**config.mk**
```make
export PLATFORM = sky130hd
export DESIGN_NAME = battery_voltage_filter_and_gauge_core_flat
export DESIGN_NICKNAME = d
export VERILOG_FILES = /design/src/rtl/core/bvg_pkg.sv /design/src/rtl/core/bvg_req_if.sv /design/src/rtl/core/bvg_rsp_if.sv /design/src/rtl/core/battery_voltage_filter_and_gauge_core.sv /design/src/flat_wrapper.sv
export SDC_FILE = /design/constraint.sdc
export NUM_CORES = 1
export LEC_CHECK = 0
export BUFFER_PORTS_ARGS = -buffer_cell sky130_fd_sc_hd__buf_2
export CAP_MARGIN = 5
export CORE_MARGIN = 5
export CORE_UTILIZATION = 52
export CTS_BUF_LIST = sky130_fd_sc_hd__clkbuf_16
export CTS_CLUSTER_DIAMETER = 30
export DETAILED_ROUTE_END_ITERATION = 12
export PLACE_DENSITY_LB_ADDON = 0.3
export SYNTH_ARGS = -nofsm -noshare
export SYNTH_HDL_FRONTEND = slang
export SYNTH_SLANG_ARGS = --single-unit
```
**constraint.sdc**
```tcl
create_clock -name clock -period 11.9 [get_ports clock]
set_input_delay 0.595 -clock clock [delete_from_list [all_inputs] [get_ports clock]]
set_output_delay 0.595 -clock clock [all_outputs]
set_load 0.05 [all_outputs]
```
**src/rtl/core/bvg_pkg.sv**
```systemverilog
// Shared constants for the battery voltage filter and gauge core:
// field widths, register indexes and the Li-ion open-circuit curve.
// No dependencies.
`default_nettype none

package bvg_pkg;

   localparam int SAMPLE_W = 13;
   localparam int FMV_W    = 14;
   localparam int PCT_W    = 7;
   localparam int FILT_W   = 22;
   localparam int CSR_AW   = 5;
   localparam int CSR_DW   = 32;
   localparam int CNT_W    = 5;

   localparam int CURVE_POINTS = 17;
   localparam int SEG_W        = $clog2(CURVE_POINTS);
   // widest curve segment is 60 mV, in Q8
   localparam int GAP_W        = 14;
   // largest percent drop across one segment is 10
   localparam int PD_W         = 4;
   localparam int NUM_W        = GAP_W + PD_W;

   localparam logic [PCT_W-1:0] PCT_MAX = 7'd100;

   localparam logic [2:0] REG_TRIM  = 3'd0;
   localparam logic [2:0] REG_ASLOW = 3'd1;
   localparam logic [2:0] REG_AFAST = 3'd2;
   localparam logic [2:0] REG_DELTA = 3'd3;
   localparam logic [2:0] REG_HYST  = 3'd4;
   localparam logic [2:0] REG_JUMP  = 3'd5;

   localparam logic [SAMPLE_W-1:0] CURVE_MV [CURVE_POINTS] = '{
      13'd4200, 13'd4150, 13'd4110, 13'd4080, 13'd4020, 13'd3980,
      13'd3950, 13'd3910, 13'd3870, 13'd3850, 13'd3840, 13'd3820,
      13'd3800, 13'd3790, 13'd3770, 13'd3730, 13'd3700
   };

   localparam logic [PCT_W-1:0] CURVE_PCT [CURVE_POINTS] = '{
      7'd100, 7'd95, 7'd90, 7'd85, 7'd75, 7'd65, 7'd55, 7'd45,
      7'd35,  7'd30, 7'd25, 7'd20, 7'd15, 7'd10, 7'd5,  7'd2,
      7'd0
   };

endpackage

`default_nettype wire

```
**src/rtl/core/bvg_req_if.sv**
```systemverilog
// Sample channel: valid/ready handshake carrying one voltage sample beat.
// Depends on bvg_pkg for field widths.
`default_nettype none

interface bvg_req_if;
   logic                          valid;
   logic                          ready;
   logic [bvg_pkg::SAMPLE_W-1:0]  sample_mv;
   logic                          restart;

   modport source (output valid, output sample_mv, output restart, input ready);
   modport sink   (input valid, input sample_mv, input restart, output ready);
endinterface

`default_nettype wire

```
**src/rtl/core/bvg_rsp_if.sv**
```systemverilog
// Result channel: valid/ready handshake carrying one gauge result beat.
// Depends on bvg_pkg for field widths.
`default_nettype none

interface bvg_rsp_if;
   logic                       valid;
   logic                       ready;
   logic [bvg_pkg::FMV_W-1:0]  filtered_mv;
   logic [bvg_pkg::PCT_W-1:0]  display_percent;
   logic                       valid_res;

   modport source (output valid, output filtered_mv, output display_percent,
                   output valid_res, input ready);
   modport sink   (input valid, input filtered_mv, input display_percent,
                   input valid_res, output ready);
endinterface

`default_nettype wire

```
**src/rtl/core/battery_voltage_filter_and_gauge_core.sv**
```systemverilog
// Battery voltage filter and gauge core: trim, EMA filter, curve lookup, display.
// Depends on bvg_pkg, bvg_req_if and bvg_rsp_if.
//
// One sample beat is taken at a time. A sample of 0 (unknown) goes straight to
// the done state. A valid sample passes through the bit-serial trim multiply,
// the bit-serial divide by 1000, the smoothing multiply (skipped for the sample
// that seeds the filter), the curve segment search and the interpolation
// multiply and divide (both skipped outside the curve), then the display update.
// The result sits in an output register, so the next sample is taken while a
// result still waits on rsp_bus.
`default_nettype none

module battery_voltage_filter_and_gauge_core (
   input  wire                         clock,
   input  wire                         reset,
   bvg_req_if.sink                     req_bus,
   bvg_rsp_if.source                   rsp_bus,
   input  wire                         psel,
   input  wire                         penable,
   input  wire                         pwrite,
   input  wire [bvg_pkg::CSR_AW-1:0]   paddr,
   input  wire [bvg_pkg::CSR_DW-1:0]   pwdata,
   output logic [bvg_pkg::CSR_DW-1:0]  prdata,
   output logic                        pready
);

   localparam logic [3:0] ST_IDLE  = 4'd0;
   localparam logic [3:0] ST_MUL   = 4'd1;
   localparam logic [3:0] ST_DIV   = 4'd2;
   localparam logic [3:0] ST_FILT  = 4'd3;
   localparam logic [3:0] ST_STEP  = 4'd4;
   localparam logic [3:0] ST_RANGE = 4'd5;
   localparam logic [3:0] ST_SRCH  = 4'd6;
   localparam logic [3:0] ST_IMUL  = 4'd7;
   localparam logic [3:0] ST_IPREP = 4'd8;
   localparam logic [3:0] ST_IDIV  = 4'd9;
   localparam logic [3:0] ST_UPD   = 4'd10;
   localparam logic [3:0] ST_DONE  = 4'd11;

   localparam int SEGS = bvg_pkg::CURVE_POINTS - 1;

   logic [9:0] trim_ff,  trim_in;
   logic [7:0] aslow_ff, aslow_in;
   logic [7:0] afast_ff, afast_in;
   logic [9:0] delta_ff, delta_in;
   logic [3:0] hyst_ff,  hyst_in;
   logic [6:0] jump_ff,  jump_in;

   logic [3:0]                      state_ff, state_in;
   logic [bvg_pkg::CNT_W-1:0]       cnt_ff, cnt_in;
   logic                            seeded_ff, seeded_in;
   logic                            first_ff, first_in;
   logic [bvg_pkg::FILT_W-1:0]      filt_ff, filt_in;
   logic [bvg_pkg::PCT_W-1:0]       shown_ff, shown_in;
   logic [bvg_pkg::SAMPLE_W-1:0]    smp_ff, smp_in;
   logic [23:0]                     prod_ff, prod_in;
   logic [31:0]                     dvd_ff, dvd_in;
   logic [9:0]                      rem_ff, rem_in;
   logic [bvg_pkg::FILT_W-1:0]      quo_ff, quo_in;
   logic                            up_ff, up_in;
   logic [bvg_pkg::FILT_W-1:0]      mag_ff, mag_in;
   logic [7:0]                      alf_ff, alf_in;
   logic [29:0]                     acc_ff, acc_in;
   logic [bvg_pkg::SEG_W-1:0]       seg_ff, seg_in;
   logic [bvg_pkg::PCT_W-1:0]       target_ff, target_in;
   logic [bvg_pkg::GAP_W-1:0]       dv_ff, dv_in;
   logic [bvg_pkg::PD_W-1:0]        dp_ff, dp_in;
   logic [bvg_pkg::NUM_W-1:0]       inum_ff, inum_in;
   logic [bvg_pkg::NUM_W:0]         irem_ff, irem_in;
   logic [bvg_pkg::NUM_W-1:0]       idiv_ff, idiv_in;
   logic [bvg_pkg::PD_W-1:0]        iq_ff, iq_in;

   logic                            rsp_valid_ff, rsp_valid_in;
   logic [bvg_pkg::FMV_W-1:0]       rsp_fmv_ff, rsp_fmv_in;
   logic [bvg_pkg::PCT_W-1:0]       rsp_pct_ff, rsp_pct_in;
   logic                            rsp_vres_ff, rsp_vres_in;

   logic                            req_fire;
   logic                            csr_wr;
   logic [2:0]                      csr_idx;

   // combinational helpers
   logic signed [11:0]              trim_sx;
   logic signed [11:0]              trim_cl;
   logic signed [11:0]              scale_sx;
   logic [10:0]                     scale;
   logic [23:0]                     prod_nx;
   logic [10:0]                     div_t;
   logic                            div_ge;
   logic [bvg_pkg::FILT_W-1:0]      raw;
   logic                            raw_up;
   logic [bvg_pkg::FILT_W-1:0]      raw_mag;
   logic [29:0]                     acc_rnd;
   logic [bvg_pkg::FILT_W-1:0]      step;
   logic [bvg_pkg::SEG_W-1:0]       seg_nx;
   logic [20:0]                     lv;
   logic [bvg_pkg::SAMPLE_W-1:0]    gap_mv;
   logic [bvg_pkg::GAP_W-1:0]       den;
   logic [bvg_pkg::NUM_W-1:0]       inum_nx;
   logic                            idiv_ge;
   logic [bvg_pkg::PD_W-1:0]        iq_nx;
   logic [bvg_pkg::PCT_W-1:0]       tgt_sum;
   logic signed [8:0]               diff;
   logic signed [8:0]               hyst_s;
   logic signed [8:0]               jump_s;
   logic [bvg_pkg::FILT_W-1:0]      fmv_rnd;

   assign req_fire = req_bus.valid && req_bus.ready;
   assign csr_wr   = psel && penable && pwrite;
   assign csr_idx  = paddr[4:2];
   assign pready   = 1'b1;

   assign req_bus.ready           = (state_ff == ST_IDLE);
   assign rsp_bus.valid           = rsp_valid_ff;
   assign rsp_bus.filtered_mv     = rsp_fmv_ff;
   assign rsp_bus.display_percent = rsp_pct_ff;
   assign rsp_bus.valid_res       = rsp_vres_ff;

   always_comb begin
      prdata = '0;
      unique case (csr_idx)
         bvg_pkg::REG_TRIM:  prdata = {22'd0, trim_ff};
         bvg_pkg::REG_ASLOW: prdata = {24'd0, aslow_ff};
         bvg_pkg::REG_AFAST: prdata = {24'd0, afast_ff};
         bvg_pkg::REG_DELTA: prdata = {22'd0, delta_ff};
         bvg_pkg::REG_HYST:  prdata = {28'd0, hyst_ff};
         bvg_pkg::REG_JUMP:  prdata = {25'd0, jump_ff};
         default:            prdata = '0;
      endcase
   end

   always_comb begin
      trim_in  = trim_ff;
      aslow_in = aslow_ff;
      afast_in = afast_ff;
      delta_in = delta_ff;
      hyst_in  = hyst_ff;
      jump_in  = jump_ff;
      if (csr_wr) begin
         unique case (csr_idx)
            bvg_pkg::REG_TRIM:  trim_in  = pwdata[9:0];
            bvg_pkg::REG_ASLOW: aslow_in = pwdata[7:0];
            bvg_pkg::REG_AFAST: afast_in = pwdata[7:0];
            bvg_pkg::REG_DELTA: delta_in = pwdata[9:0];
            bvg_pkg::REG_HYST:  hyst_in  = pwdata[3:0];
            bvg_pkg::REG_JUMP:  jump_in  = pwdata[6:0];
            default: ;
         endcase
      end
   end

   always_comb begin
      trim_sx = {{2{trim_ff[9]}}, trim_ff};
      if (trim_sx < -12'sd500) begin
         trim_cl = -12'sd500;
      end else if (trim_sx > 12'sd500) begin
         trim_cl = 12'sd500;
      end else begin
         trim_cl = trim_sx;
      end
      scale_sx = trim_cl + 12'sd1000;
      scale    = scale_sx[10:0];

      prod_nx = {prod_ff[22:0], 1'b0} + (smp_ff[bvg_pkg::SAMPLE_W-1] ? {13'd0, scale} : 24'd0);

      div_t  = {rem_ff, dvd_ff[31]};
      div_ge = (div_t >= 11'd1000);
      raw    = {quo_ff[bvg_pkg::FILT_W-2:0], div_ge};
      raw_up = (raw >= filt_ff);
      raw_mag = raw_up ? raw - filt_ff : filt_ff - raw;

      acc_rnd = acc_ff + 30'd128;
      step    = acc_rnd[29:8];

      seg_nx = seg_ff + bvg_pkg::SEG_W'(1);
      lv     = {bvg_pkg::CURVE_MV[seg_nx], 8'h00};
      gap_mv = bvg_pkg::CURVE_MV[seg_ff] - bvg_pkg::CURVE_MV[seg_nx];
      den    = bvg_pkg::GAP_W'({gap_mv, 8'h00});

      inum_nx = {inum_ff[bvg_pkg::NUM_W-2:0], 1'b0}
              + (dp_ff[bvg_pkg::PD_W-1] ? bvg_pkg::NUM_W'(dv_ff) : '0);

      idiv_ge = (irem_ff >= {1'b0, idiv_ff});
      iq_nx   = {iq_ff[bvg_pkg::PD_W-2:0], idiv_ge};
      tgt_sum = bvg_pkg::CURVE_PCT[seg_nx] + bvg_pkg::PCT_W'(iq_nx);

      diff   = $signed({2'b00, target_ff}) - $signed({2'b00, shown_ff});
      hyst_s = (hyst_ff == 4'd0) ? 9'sd1 : $signed({5'd0, hyst_ff});
      jump_s = $signed({2'b00, jump_ff});

      fmv_rnd = filt_ff + bvg_pkg::FILT_W'(128);
   end

   always_comb begin
      state_in     = state_ff;
      cnt_in       = cnt_ff;
      seeded_in    = seeded_ff;
      first_in     = first_ff;
      filt_in      = filt_ff;
      shown_in     = shown_ff;
      smp_in       = smp_ff;
      prod_in      = prod_ff;
      dvd_in       = dvd_ff;
      rem_in       = rem_ff;
      quo_in       = quo_ff;
      up_in        = up_ff;
      mag_in       = mag_ff;
      alf_in       = alf_ff;
      acc_in       = acc_ff;
      seg_in       = seg_ff;
      target_in    = target_ff;
      dv_in        = dv_ff;
      dp_in        = dp_ff;
      inum_in      = inum_ff;
      irem_in      = irem_ff;
      idiv_in      = idiv_ff;
      iq_in        = iq_ff;
      rsp_valid_in = rsp_valid_ff && !rsp_bus.ready;
      rsp_fmv_in   = rsp_fmv_ff;
      rsp_pct_in   = rsp_pct_ff;
      rsp_vres_in  = rsp_vres_ff;

      unique case (state_ff)
         ST_IDLE: begin
            if (req_fire) begin
               if (req_bus.restart) begin
                  seeded_in = 1'b0;
                  filt_in   = '0;
                  shown_in  = '0;
               end
               if (req_bus.sample_mv != '0) begin
                  smp_in   = req_bus.sample_mv;
                  prod_in  = '0;
                  cnt_in   = bvg_pkg::CNT_W'(bvg_pkg::SAMPLE_W - 1);
                  state_in = ST_MUL;
               end else begin
                  state_in = ST_DONE;
               end
            end
         end
         ST_MUL: begin
            prod_in = prod_nx;
            smp_in  = {smp_ff[bvg_pkg::SAMPLE_W-2:0], 1'b0};
            cnt_in  = cnt_ff - 1'b1;
            if (cnt_ff == '0) begin
               dvd_in   = {prod_nx, 8'h00} + 32'd500;
               rem_in   = '0;
               quo_in   = '0;
               cnt_in   = bvg_pkg::CNT_W'(31);
               state_in = ST_DIV;
            end
         end
         ST_DIV: begin
            rem_in = div_ge ? 10'(div_t - 11'd1000) : div_t[9:0];
            quo_in = raw;
            dvd_in = {dvd_ff[30:0], 1'b0};
            cnt_in = cnt_ff - 1'b1;
            if (cnt_ff == '0) begin
               if (!seeded_ff) begin
                  seeded_in = 1'b1;
                  first_in  = 1'b1;
                  filt_in   = raw;
                  state_in  = ST_RANGE;
               end else begin
                  first_in = 1'b0;
                  up_in    = raw_up;
                  mag_in   = raw_mag;
                  alf_in   = (raw_mag >= {4'd0, delta_ff, 8'h00}) ? afast_ff : aslow_ff;
                  acc_in   = '0;
                  cnt_in   = bvg_pkg::CNT_W'(7);
                  state_in = ST_FILT;
               end
            end
         end
         ST_FILT: begin
            acc_in = {acc_ff[28:0], 1'b0} + (alf_ff[7] ? {8'd0, mag_ff} : 30'd0);
            alf_in = {alf_ff[6:0], 1'b0};
            cnt_in = cnt_ff - 1'b1;
            if (cnt_ff == '0) begin
               state_in = ST_STEP;
            end
         end
         ST_STEP: begin
            filt_in  = up_ff ? filt_ff + step : filt_ff - step;
            state_in = ST_RANGE;
         end
         ST_RANGE: begin
            if (filt_ff >= {1'b0, bvg_pkg::CURVE_MV[0], 8'h00}) begin
               target_in = bvg_pkg::PCT_MAX;
               state_in  = ST_UPD;
            end else if (filt_ff <= {1'b0, bvg_pkg::CURVE_MV[SEGS], 8'h00}) begin
               target_in = '0;
               state_in  = ST_UPD;
            end else begin
               seg_in   = '0;
               state_in = ST_SRCH;
            end
         end
         ST_SRCH: begin
            if (filt_ff >= {1'b0, lv}) begin
               dv_in    = bvg_pkg::GAP_W'(filt_ff - {1'b0, lv});
               dp_in    = bvg_pkg::PD_W'(bvg_pkg::CURVE_PCT[seg_ff]
                                         - bvg_pkg::CURVE_PCT[seg_nx]);
               inum_in  = '0;
               cnt_in   = bvg_pkg::CNT_W'(bvg_pkg::PD_W - 1);
               state_in = ST_IMUL;
            end else begin
               seg_in = seg_nx;
            end
         end
         ST_IMUL: begin
            inum_in = inum_nx;
            dp_in   = {dp_ff[bvg_pkg::PD_W-2:0], 1'b0};
            cnt_in  = cnt_ff - 1'b1;
            if (cnt_ff == '0) begin
               state_in = ST_IPREP;
            end
         end
         ST_IPREP: begin
            irem_in  = {inum_ff, 1'b0} + (bvg_pkg::NUM_W + 1)'(den);
            idiv_in  = {den, {bvg_pkg::PD_W{1'b0}}};
            iq_in    = '0;
            cnt_in   = bvg_pkg::CNT_W'(bvg_pkg::PD_W - 1);
            state_in = ST_IDIV;
         end
         ST_IDIV: begin
            irem_in = idiv_ge ? irem_ff - {1'b0, idiv_ff} : irem_ff;
            idiv_in = {1'b0, idiv_ff[bvg_pkg::NUM_W-1:1]};
            iq_in   = iq_nx;
            cnt_in  = cnt_ff - 1'b1;
            if (cnt_ff == '0) begin
               target_in = (tgt_sum > bvg_pkg::PCT_MAX) ? bvg_pkg::PCT_MAX : tgt_sum;
               state_in  = ST_UPD;
            end
         end
         ST_UPD: begin
            if (first_ff) begin
               shown_in = target_ff;
            end else if (diff >= hyst_s) begin
               if (diff >= jump_s) begin
                  shown_in = target_ff;
               end else if (shown_ff < bvg_pkg::PCT_MAX) begin
                  shown_in = shown_ff + 1'b1;
               end
            end else if (diff <= -hyst_s) begin
               if (diff <= -jump_s) begin
                  shown_in = target_ff;
               end else if (shown_ff > '0) begin
                  shown_in = shown_ff - 1'b1;
               end
            end
            state_in = ST_DONE;
         end
         ST_DONE: begin
            if (!rsp_valid_ff || rsp_bus.ready) begin
               rsp_valid_in = 1'b1;
               rsp_vres_in  = seeded_ff;
               rsp_fmv_in   = seeded_ff ? fmv_rnd[bvg_pkg::FILT_W-1:8] : '0;
               rsp_pct_in   = seeded_ff ? shown_ff : '0;
               state_in     = ST_IDLE;
            end
         end
         default: begin
            state_in = ST_IDLE;
         end
      endcase
   end

   always_ff @(posedge clock) begin
      if (reset) begin
         trim_ff      <= '0;
         aslow_ff     <= 8'd46;
         afast_ff     <= 8'd115;
         delta_ff     <= 10'd80;
         hyst_ff      <= 4'd2;
         jump_ff      <= 7'd6;
         state_ff     <= ST_IDLE;
         cnt_ff       <= '0;
         seeded_ff    <= 1'b0;
         first_ff     <= 1'b0;
         filt_ff      <= '0;
         shown_ff     <= '0;
         rsp_valid_ff <= 1'b0;
      end else begin
         trim_ff      <= trim_in;
         aslow_ff     <= aslow_in;
         afast_ff     <= afast_in;
         delta_ff     <= delta_in;
         hyst_ff      <= hyst_in;
         jump_ff      <= jump_in;
         state_ff     <= state_in;
         cnt_ff       <= cnt_in;
         seeded_ff    <= seeded_in;
         first_ff     <= first_in;
         filt_ff      <= filt_in;
         shown_ff     <= shown_in;
         rsp_valid_ff <= rsp_valid_in;
      end
   end

   always_ff @(posedge clock) begin
      smp_ff      <= smp_in;
      prod_ff     <= prod_in;
      dvd_ff      <= dvd_in;
      rem_ff      <= rem_in;
      quo_ff      <= quo_in;
      up_ff       <= up_in;
      mag_ff      <= mag_in;
      alf_ff      <= alf_in;
      acc_ff      <= acc_in;
      seg_ff      <= seg_in;
      target_ff   <= target_in;
      dv_ff       <= dv_in;
      dp_ff       <= dp_in;
      inum_ff     <= inum_in;
      irem_ff     <= irem_in;
      idiv_ff     <= idiv_in;
      iq_ff       <= iq_in;
      rsp_fmv_ff  <= rsp_fmv_in;
      rsp_pct_ff  <= rsp_pct_in;
      rsp_vres_ff <= rsp_vres_in;
   end

`ifndef SYNTHESIS
   a_shown_range: assert property (@(posedge clock) disable iff (reset)
      shown_ff <= bvg_pkg::PCT_MAX)
      else $error("displayed percent above full scale");

   a_unseeded_zero: assert property (@(posedge clock) disable iff (reset)
      rsp_valid_ff && !rsp_vres_ff |-> rsp_fmv_ff == '0 && rsp_pct_ff == '0)
      else $error("result fields not cleared before seeding");

   a_load_from_done: assert property (@(posedge clock) disable iff (reset)
      $rose(rsp_valid_ff) |-> $past(state_ff) == ST_DONE)
      else $error("result beat loaded outside the done state");

   a_restart_clears: assert property (@(posedge clock) disable iff (reset)
      req_fire && req_bus.restart && req_bus.sample_mv == '0
      |=> !seeded_ff && state_ff == ST_DONE)
      else $error("restart with unknown sample left filter seeded");

   a_fmv_range: assert property (@(posedge clock) disable iff (reset)
      rsp_valid_ff |-> rsp_fmv_ff <= 14'd12287)
      else $error("filtered voltage beyond trimmed full scale");
`endif

endmodule

`default_nettype wire

```
**src/flat_wrapper.sv**
```systemverilog
// flat-port wrapper written by rule: the top's interface ports become plain ports
module battery_voltage_filter_and_gauge_core_flat 
  (clock, reset, psel, penable, pwrite, paddr, pwdata, prdata, pready, req_bus_valid, req_bus_sample_mv, req_bus_restart, req_bus_ready, rsp_bus_valid, rsp_bus_filtered_mv, rsp_bus_display_percent, rsp_bus_valid_res, rsp_bus_ready);
  bvg_req_if req_bus_i ();
  bvg_rsp_if rsp_bus_i ();
  input  wire clock;
  input  wire reset;
  input  wire psel;
  input  wire penable;
  input  wire pwrite;
  input  wire [bvg_pkg::CSR_AW-1:0] paddr;
  input  wire [bvg_pkg::CSR_DW-1:0] pwdata;
  output logic [bvg_pkg::CSR_DW-1:0] prdata;
  output logic pready;
  input wire logic [$bits(req_bus_i.valid)-1:0] req_bus_valid;
  input wire logic [$bits(req_bus_i.sample_mv)-1:0] req_bus_sample_mv;
  input wire logic [$bits(req_bus_i.restart)-1:0] req_bus_restart;
  output wire logic [$bits(req_bus_i.ready)-1:0] req_bus_ready;
  output wire logic [$bits(rsp_bus_i.valid)-1:0] rsp_bus_valid;
  output wire logic [$bits(rsp_bus_i.filtered_mv)-1:0] rsp_bus_filtered_mv;
  output wire logic [$bits(rsp_bus_i.display_percent)-1:0] rsp_bus_display_percent;
  output wire logic [$bits(rsp_bus_i.valid_res)-1:0] rsp_bus_valid_res;
  input wire logic [$bits(rsp_bus_i.ready)-1:0] rsp_bus_ready;
  assign req_bus_i.valid = req_bus_valid;
  assign req_bus_i.sample_mv = req_bus_sample_mv;
  assign req_bus_i.restart = req_bus_restart;
  assign req_bus_ready = req_bus_i.ready;
  assign rsp_bus_valid = rsp_bus_i.valid;
  assign rsp_bus_filtered_mv = rsp_bus_i.filtered_mv;
  assign rsp_bus_display_percent = rsp_bus_i.display_percent;
  assign rsp_bus_valid_res = rsp_bus_i.valid_res;
  assign rsp_bus_i.ready = rsp_bus_ready;
  battery_voltage_filter_and_gauge_core u_core (.clock(clock), .reset(reset), .req_bus(req_bus_i), .rsp_bus(rsp_bus_i), .psel(psel), .penable(penable), .pwrite(pwrite), .paddr(paddr), .pwdata(pwdata), .prdata(prdata), .pready(pready));
endmodule
```
# Yosys cells after proc, flatten, opt, wreduce, memory -nomap -nowiden
# Memory sizes are Yosys's and may differ from the RTL's.
# Index checks and enable logic that the tools add are counted.
[classes]
add_sub_neg = 25
order_cmp = 18
n_eq_ne = 36
n_mux = 96
n_bitwise = 2
n_reduce_logical = 46
[ops]
columns = ["cell", "n"]
rows = [
  ["2-to-1 mux 22 bit", 7],
  ["2-to-1 mux 7 bit", 15],
  ["case mux 18 bit (2 select lines)", 2],
  ["case mux 22 bit (3 select lines)", 1],
  ["subtractor 22 bit", 3],
  ["case mux 32 bit (2 select lines)", 1],
  ["2-to-1 mux 30 bit", 2],
  ["2-to-1 mux 4 bit", 15],
  ["case mux 10 bit (6 select lines)", 1],
  ["case mux 30 bit (2 select lines)", 1],
  ["2-to-1 mux 13 bit", 4],
  ["case mux 4 bit (12 select lines)", 1],
  ["2-to-1 mux 23 bit", 2],
  ["case mux 23 bit (2 select lines)", 1],
  ["2-to-1 mux 5 bit", 9],
  ["case mux 21 bit (2 select lines)", 1],
  ["case mux 19 bit (2 select lines)", 1],
  ["2-to-1 mux 11 bit", 3],
  ["adder 32 x 9 -> 32 bit (second input constant)", 1],
  ["2-to-1 mux 32 bit", 1],
  ["adder 30 bit", 1],
  ["adder 30 x 8 -> 30 bit (second input constant)", 1],
  ["case mux 5 bit (6 select lines)", 1],
  ["case mux 7 bit (2 select lines)", 2],
  ["82 further kinds", 146],
]
[word_totals]
regBits = 358
romBits = 1280
in_bits = 58
output_inout_bits = 57
word_cells = 260
n_memories = 4
[memory_table]
columns = ["name", "depth", "width", "rd", "rd_clocked_by_memory_dff", "write_ports", "line", "text"]
rows = [
  ["(no name shown)", 32, 13, 1, 0, 0, "battery_voltage_filter_and_gauge_core.sv:177", "gap_mv = bvg_pkg::CURVE_MV[seg_ff] - bvg_pkg::CURVE_MV[seg_nx];"],
  ["(no name shown)", 32, 13, 1, 0, 0, "battery_voltage_filter_and_gauge_core.sv:176", "lv = {bvg_pkg::CURVE_MV[seg_nx], 8'h00};"],
  ["(no name shown)", 32, 7, 1, 0, 0, "battery_voltage_filter_and_gauge_core.sv:185", "tgt_sum = bvg_pkg::CURVE_PCT[seg_nx] + bvg_pkg::PCT_W'(iq_nx);"],
  ["(no name shown)", 32, 7, 1, 0, 0, "battery_voltage_filter_and_gauge_core.sv:302", "dp_in = bvg_pkg::PD_W'(bvg_pkg::CURVE_PCT[seg_ff]"],
]

# Logic depth before layout (Yosys ltp)
[depth]
ltp_word = 10
mapped_depth = 29
depth_no_buf = 28

# Least setup slack after synthesis
# Ideal clock, no wire load.
[synth_path]
path_type = "reg2reg"
start = "register u_core.dvd_ff[31]"
end = "register u_core.alf_ff[1] (data pin)"
setup_ps = 267
arrival_time_ps = 5717
t_required_ps = 11633
slack_ps = 5916
path_stages_with_launch = 27
n_path_buf = 1
period_less_slack_ps = 5984
cell_sequence = "edfxtp_1 > or3_1 > o31ai_1 > a21oi_1 > ha_1 > fa_1 > nor2b_1 > o21ai_0 > a21oi_1 > o211ai_1 > and3_4 > inv_2 > buf_2 > mux2i_1 > xor2_1 > ha_1 > nor2b_1 > o21a_1 > o21a_1 > o21ai_0 > nand2b_1 > a21oi_1 > o21ai_0 > or4b_4 > a2111oi_4 > mux2i_1 > o21ai_1"
[synth_via]
elab_chain_cells = 8
elab_cells_between_ends = 10
cone_classes = "add/sub: 2; order compare: 3; mux: 5"
[synth_rtl]
columns = ["item", "line", "text"]
rows = [
  ["start, declared", "battery_voltage_filter_and_gauge_core.sv:57", "logic [31:0] dvd_ff, dvd_in;"],
  ["start signal, assigned", "battery_voltage_filter_and_gauge_core.sv:404", "dvd_ff <= dvd_in;"],
  ["greater-or-equal comparator 11 x 10 -> 1 bit *", "battery_voltage_filter_and_gauge_core.sv:167", "div_ge = (div_t >= 11'd1000);"],
  ["subtractor 22 bit or greater-or-equal comparator 22 bit (tied branches)", "battery_voltage_filter_and_gauge_core.sv:170, battery_voltage_filter_and_gauge_core.sv:169", ""],
  ["2-to-1 mux 22 bit *", "battery_voltage_filter_and_gauge_core.sv:170", "raw_mag = raw_up ? raw - filt_ff : filt_ff - raw;"],
  ["net u_core.raw_mag, one bit", "battery_voltage_filter_and_gauge_core.sv:92", "logic [bvg_pkg::FILT_W-1:0] raw_mag;"],
  ["greater-or-equal comparator 22 x 18 -> 1 bit *", "battery_voltage_filter_and_gauge_core.sv:268", "alf_in = (raw_mag >= {4'd0, delta_ff, 8'h00}) ? afast_ff : aslow_ff;"],
  ["2-to-1 mux 8 bit *", "battery_voltage_filter_and_gauge_core.sv:268", ""],
  ["2-to-1 mux 8 bit *", "battery_voltage_filter_and_gauge_core.sv:259", "if (!seeded_ff) begin"],
  ["2-to-1 mux 8 bit *", "battery_voltage_filter_and_gauge_core.sv:258", "if (cnt_ff == '0) begin"],
  ["case mux 8 bit (2 select lines) *", "battery_voltage_filter_and_gauge_core.sv:223", "unique case (state_ff)"],
  ["net u_core.alf_in[1]", "battery_voltage_filter_and_gauge_core.sv:62", "logic [7:0] alf_ff, alf_in;"],
  ["end signal, assigned", "battery_voltage_filter_and_gauge_core.sv:409", "alf_ff <= alf_in;"],
  ["end, declared", "battery_voltage_filter_and_gauge_core.sv:62", ""],
]
# The timed path passes the listed nets; every way through them passes the cells marked *. The select of a mux whose other input is x is not followed.
# A chain may end at the register's enable or synchronous reset.

# Worst setup path after layout
[layout_path]
start = "register u_core.dvd_ff[31]"
end = "register u_core.alf_ff[7] (data pin)"
# The elaborated chain is that of the path after synthesis.

==> impl_metrics.json <==
{
  "finClkSkew_ns": 0.02245,
  "dr_total_vias": 22170,
  "row_count": 82,
  "synth_area_um2": 26350,
  "yosysWarnings": 0,
  "syn_avg_cell_area_um2": 8.918,
  "crit_type": "register to register",
  "area_delta_synth_final_pct": 14.90,
  "maxSlewViolCount": 0,
  "cts-root-buf": "clkbuf_16",
  "maxCapViolCount": 0,
  "drt_iter0_drc": 2027,
  "diodes": 0,
  "firstDrtPassIters": 5,
  "wl_per_cell_um": 18.81,
  "clock-sinks": 356,
  "fin_setup_tns_ns": 0,
  "synth_edf_count": 268,
  "outcome": "finished, final reports clean",
  "cp.required_ns": 12.26,
  "placed_cell_area_um2": 27140,
  "fmax_mhz": 139.8,
  "cts-htree-levels": 3,
  "via_per_inst": 5.904,
  "numCtsBuffers": 88,
  "cts_resized": 0,
  "n_fill_cell": 4129,
  "synth_flop_cell": "edfxtp_1",
  "cts_tree": "built",
  "synth.area.top_cells": "edfxtp_1 (31%), ha_1 (10%), dfxtp_1 (6.7%)",
  "clkLatencyLatePin_ns": 0.62,
  "synth.top_cell.area_share_pct": 30.54,
  "hold_class": "primary input to register",
  "cpPeakStageDelay_ns": 0.78,
  "cp_cell_sequence": "or3_1 > o31ai_1 > a21oi_1 > ha_1 > fa_1 > nor2b_1 > o21ai_0 > a21oi_1 > o211ai_1 > and3_4 > inv_2 > mux2i_1 > o221a_2 > o22ai_1 > a221oi_1 > xnor2_1 > ha_1 > a21o_1 > a21oi_1 > o21ai_0 > or4b_4 > a2111oi_4 > mux2i_1 > o21ai_1",
  "grt_max_degree": 62,
  "crit_slowest_cell": "a2111oi_4",
  "cp-start-kind": "register",
  "io_buffers": 67,
  "synth_top_area_cell": "edfxtp_1",
  "setup_viol": 0,
  "timing_worst_slew_pin_value_ns": 1.219,
  "path_max_fanout": 22,
  "fin_crit_sh_pct": 60.10,
  "first_global_vias": 22010,
  "overflow": 0,
  "finalPower_w": 0.007781,
  "ir_drop_mv": 0.2020,
  "regArea_um2": 9809,
  "p_leak_nw": 12.27,
  "pin_count": 115,
  "gp_congestion": 0.9353,
  "initial_core_util_pct": 52.53,
  "ys_seq_elements": 356,
  "coreArea_um2": 50170,
  "cts_hold_buf": 0,
  "cp-end-kind": "register",
  "layout_commonest_cell": "nor2_1",
  "grt_usage_pct": 24.74,
  "ys_types": 85,
  "cts_buffer_depth": 3,
  "die_w_um": 235.1,
  "ys_seq_area_share_pct": 37.22,
  "hold_viol": 0,
  "netlist_instances": 2955,
  "antenna_found_initial": 0,
  "postCtsSetupRepairBufs": 0,
  "die_y_um": 235.1,
  "wl_um": 70630,
  "rsz0062_at_grt": "false",
  "drtAntennaViolNets": 0,
  "dp_hpwl_um": 51870,
  "grt_pass1_wl_um": 113500,
  "drc": 0,
  "nNetsFinal": 3299,
  "most-common-layout-cells": "nor2_1 (342), edfxtp_1 (268), nand2_1 (255), ha_1 (219), a21oi_1 (204)",
  "crit_top_cell": "a21oi_1",
  "final_cell_area_um2": 30280,
  "slew_headroom_pct": 18.40,
  "die_area_um2": 55280,
  "arrival_ns": 7.51,
  "drive_gt1_share_pct": 9.147,
  "holdWs_ns": 0.2365,
  "async_flop_share_pct": 0,
  "clk_pin_slew_ns": 0.05,
  "power_density_nw_per_um2": 257.0,
  "layout_min_cycle_time_ns": 7.152,
  "multi_input_area_um2": 15300
}
==> through the flow <==
stage / cells / utilization, % / setup WS [ns]
floorplan: 2977 / - / 5.916
global placement: 3591 / 54.10 / 4.918
detailed placement: 3591 / 54.10 / 4.786
CTS: 3755 / 60.36 / 4.777
global route: 3755 / 60.36 / 4.377
finish: 3755 / 60.36 / 4.748
==> layout make-up <==
| cell class | count | area share [%] |
|---|---|---|
| clock inverter | 73 | 2.839 |
| tap | 672 | 2.777 |
| multi-input combinational | 2285 | 50.51 |
| inverter | 192 | 2.380 |
| sequential | 356 | 32.39 |
| timing repair buffer | 86 | 1.578 |
| clock buffer | 91 | 7.520 |
==> path summary, 6_finish.rpt <==
kind / slack (ns) / startpoint / end / depth (start not counted)
min reg2reg: 0.47 / u_core.delta_ff[5]$_SDFFE_PP0P_ / u_core.delta_ff[5]$_SDFFE_PP0P_ / 2
max: 4.75 / u_core.dvd_ff[31]$_DFFE_PP_ / u_core.alf_ff[7]$_DFFE_PP_ / 24
max reg2reg: 4.75 / u_core.dvd_ff[31]$_DFFE_PP_ / u_core.alf_ff[7]$_DFFE_PP_ / 24
min: 0.24 / pwdata[8] / u_core.delta_ff[8]$_SDFFE_PP0P_ / 3
==> cell families (layout without fill, tap and decap cells) <==
kind of cell,after synthesis,after routing,synth area share (%)
AOI/OAI and AO/OA,690,690,16.88
buffers and inverters,336,442,5.251
muxes,79,79,3.138
other,2,24,0.02850
DFF,356,356,37.22
adders and majority gates,232,232,11.38
and+or+nand+nor,1035,1035,18.62
xor gates and xnor gates,225,225,7.478
==> where the power goes <==
group	switching [W]	total [W]	internal [W]
Clock	0.000760	0.00251	0.00175
Combinational	0.00206	0.00327	0.00121
Sequential	0.000248	0.00201	0.00176
==> state kept, by name (all words and copies together), names as in the netlist, 10 cells and up <==
signal                      flops
u_core.acc_ff                  30
u_core.delta_ff                10
u_core.dv_ff                   14
u_core.dvd_ff                  30
u_core.filt_ff                 22
u_core.idiv_ff                 18
u_core.inum_ff                 18
u_core.irem_ff                 19
u_core.mag_ff                  22
u_core.prod_ff                 23
u_core.quo_ff                  21
u_core.rem_ff                  10
u_core.rsp_bus.filtered_mv     14
u_core.smp_ff                  13
u_core.trim_ff                 10
==> layer usage <==
layer	track usage, %	routed length, um	share of wire, %	vias up
met4	9.981	2538	3.6	0
met1	31.66	30470	43	10600
met3	3.772	3802	5.4	172
li1	-	-	-	10670
met2	42.18	33810	48	732
met5	0	0	0	-
==> critical path, delay by kind of cell (launching register included) <==
kind / cells / cell delay (ns)
flops: 1 / 0.37
compound gates: 13 / 2.98
fa+ha+maj: 3 / 0.97
mux: 2 / 0.65
simple gates: 4 / 1.33
buf+inv: 1 / 0.38
xor+xnor: 1 / 0.20
==> cell usage after synthesis (7+ instances only) <==
| cell type | instances |
|---|---|
| edfxtp_1 | 268 |
| nor4_1 | 17 |
| nand2_1 | 255 |
| nand3b_1 | 9 |
| a22oi_1 | 16 |
| buf_1 | 7 |
| mux2_2 | 9 |
| nor2_1 | 344 |
| o21bai_1 | 14 |
| or3_1 | 13 |
| o211ai_1 | 24 |
| a211oi_1 | 46 |
| a221oi_1 | 9 |
| nor2b_1 | 38 |
| mux2i_1 | 68 |
| nand4_1 | 38 |
| a311oi_1 | 9 |
| a21oi_1 | 204 |
| fa_1 | 13 |
| o31ai_1 | 14 |
| o22ai_1 | 15 |
| nand2b_1 | 42 |
| nor3_1 | 71 |
| a21boi_0 | 10 |
| o2bb2ai_1 | 7 |
| o21ai_0 | 138 |
| xor2_1 | 74 |
| clkbuf_1 | 102 |
| nand3_1 | 68 |
| dfxtp_1 | 88 |
| a21o_1 | 62 |
| inv_1 | 189 |
| o21ai_1 | 7 |
| and2_1 | 62 |
| xnor2_1 | 151 |
| buf_4 | 29 |
| a211o_1 | 9 |
| nor3b_1 | 14 |
| and3_1 | 25 |
| or2_2 | 13 |
| o21a_1 | 34 |
| a31oi_1 | 17 |
| ha_1 | 219 |
No activity file was read; power rests on OpenSTA's default activity.
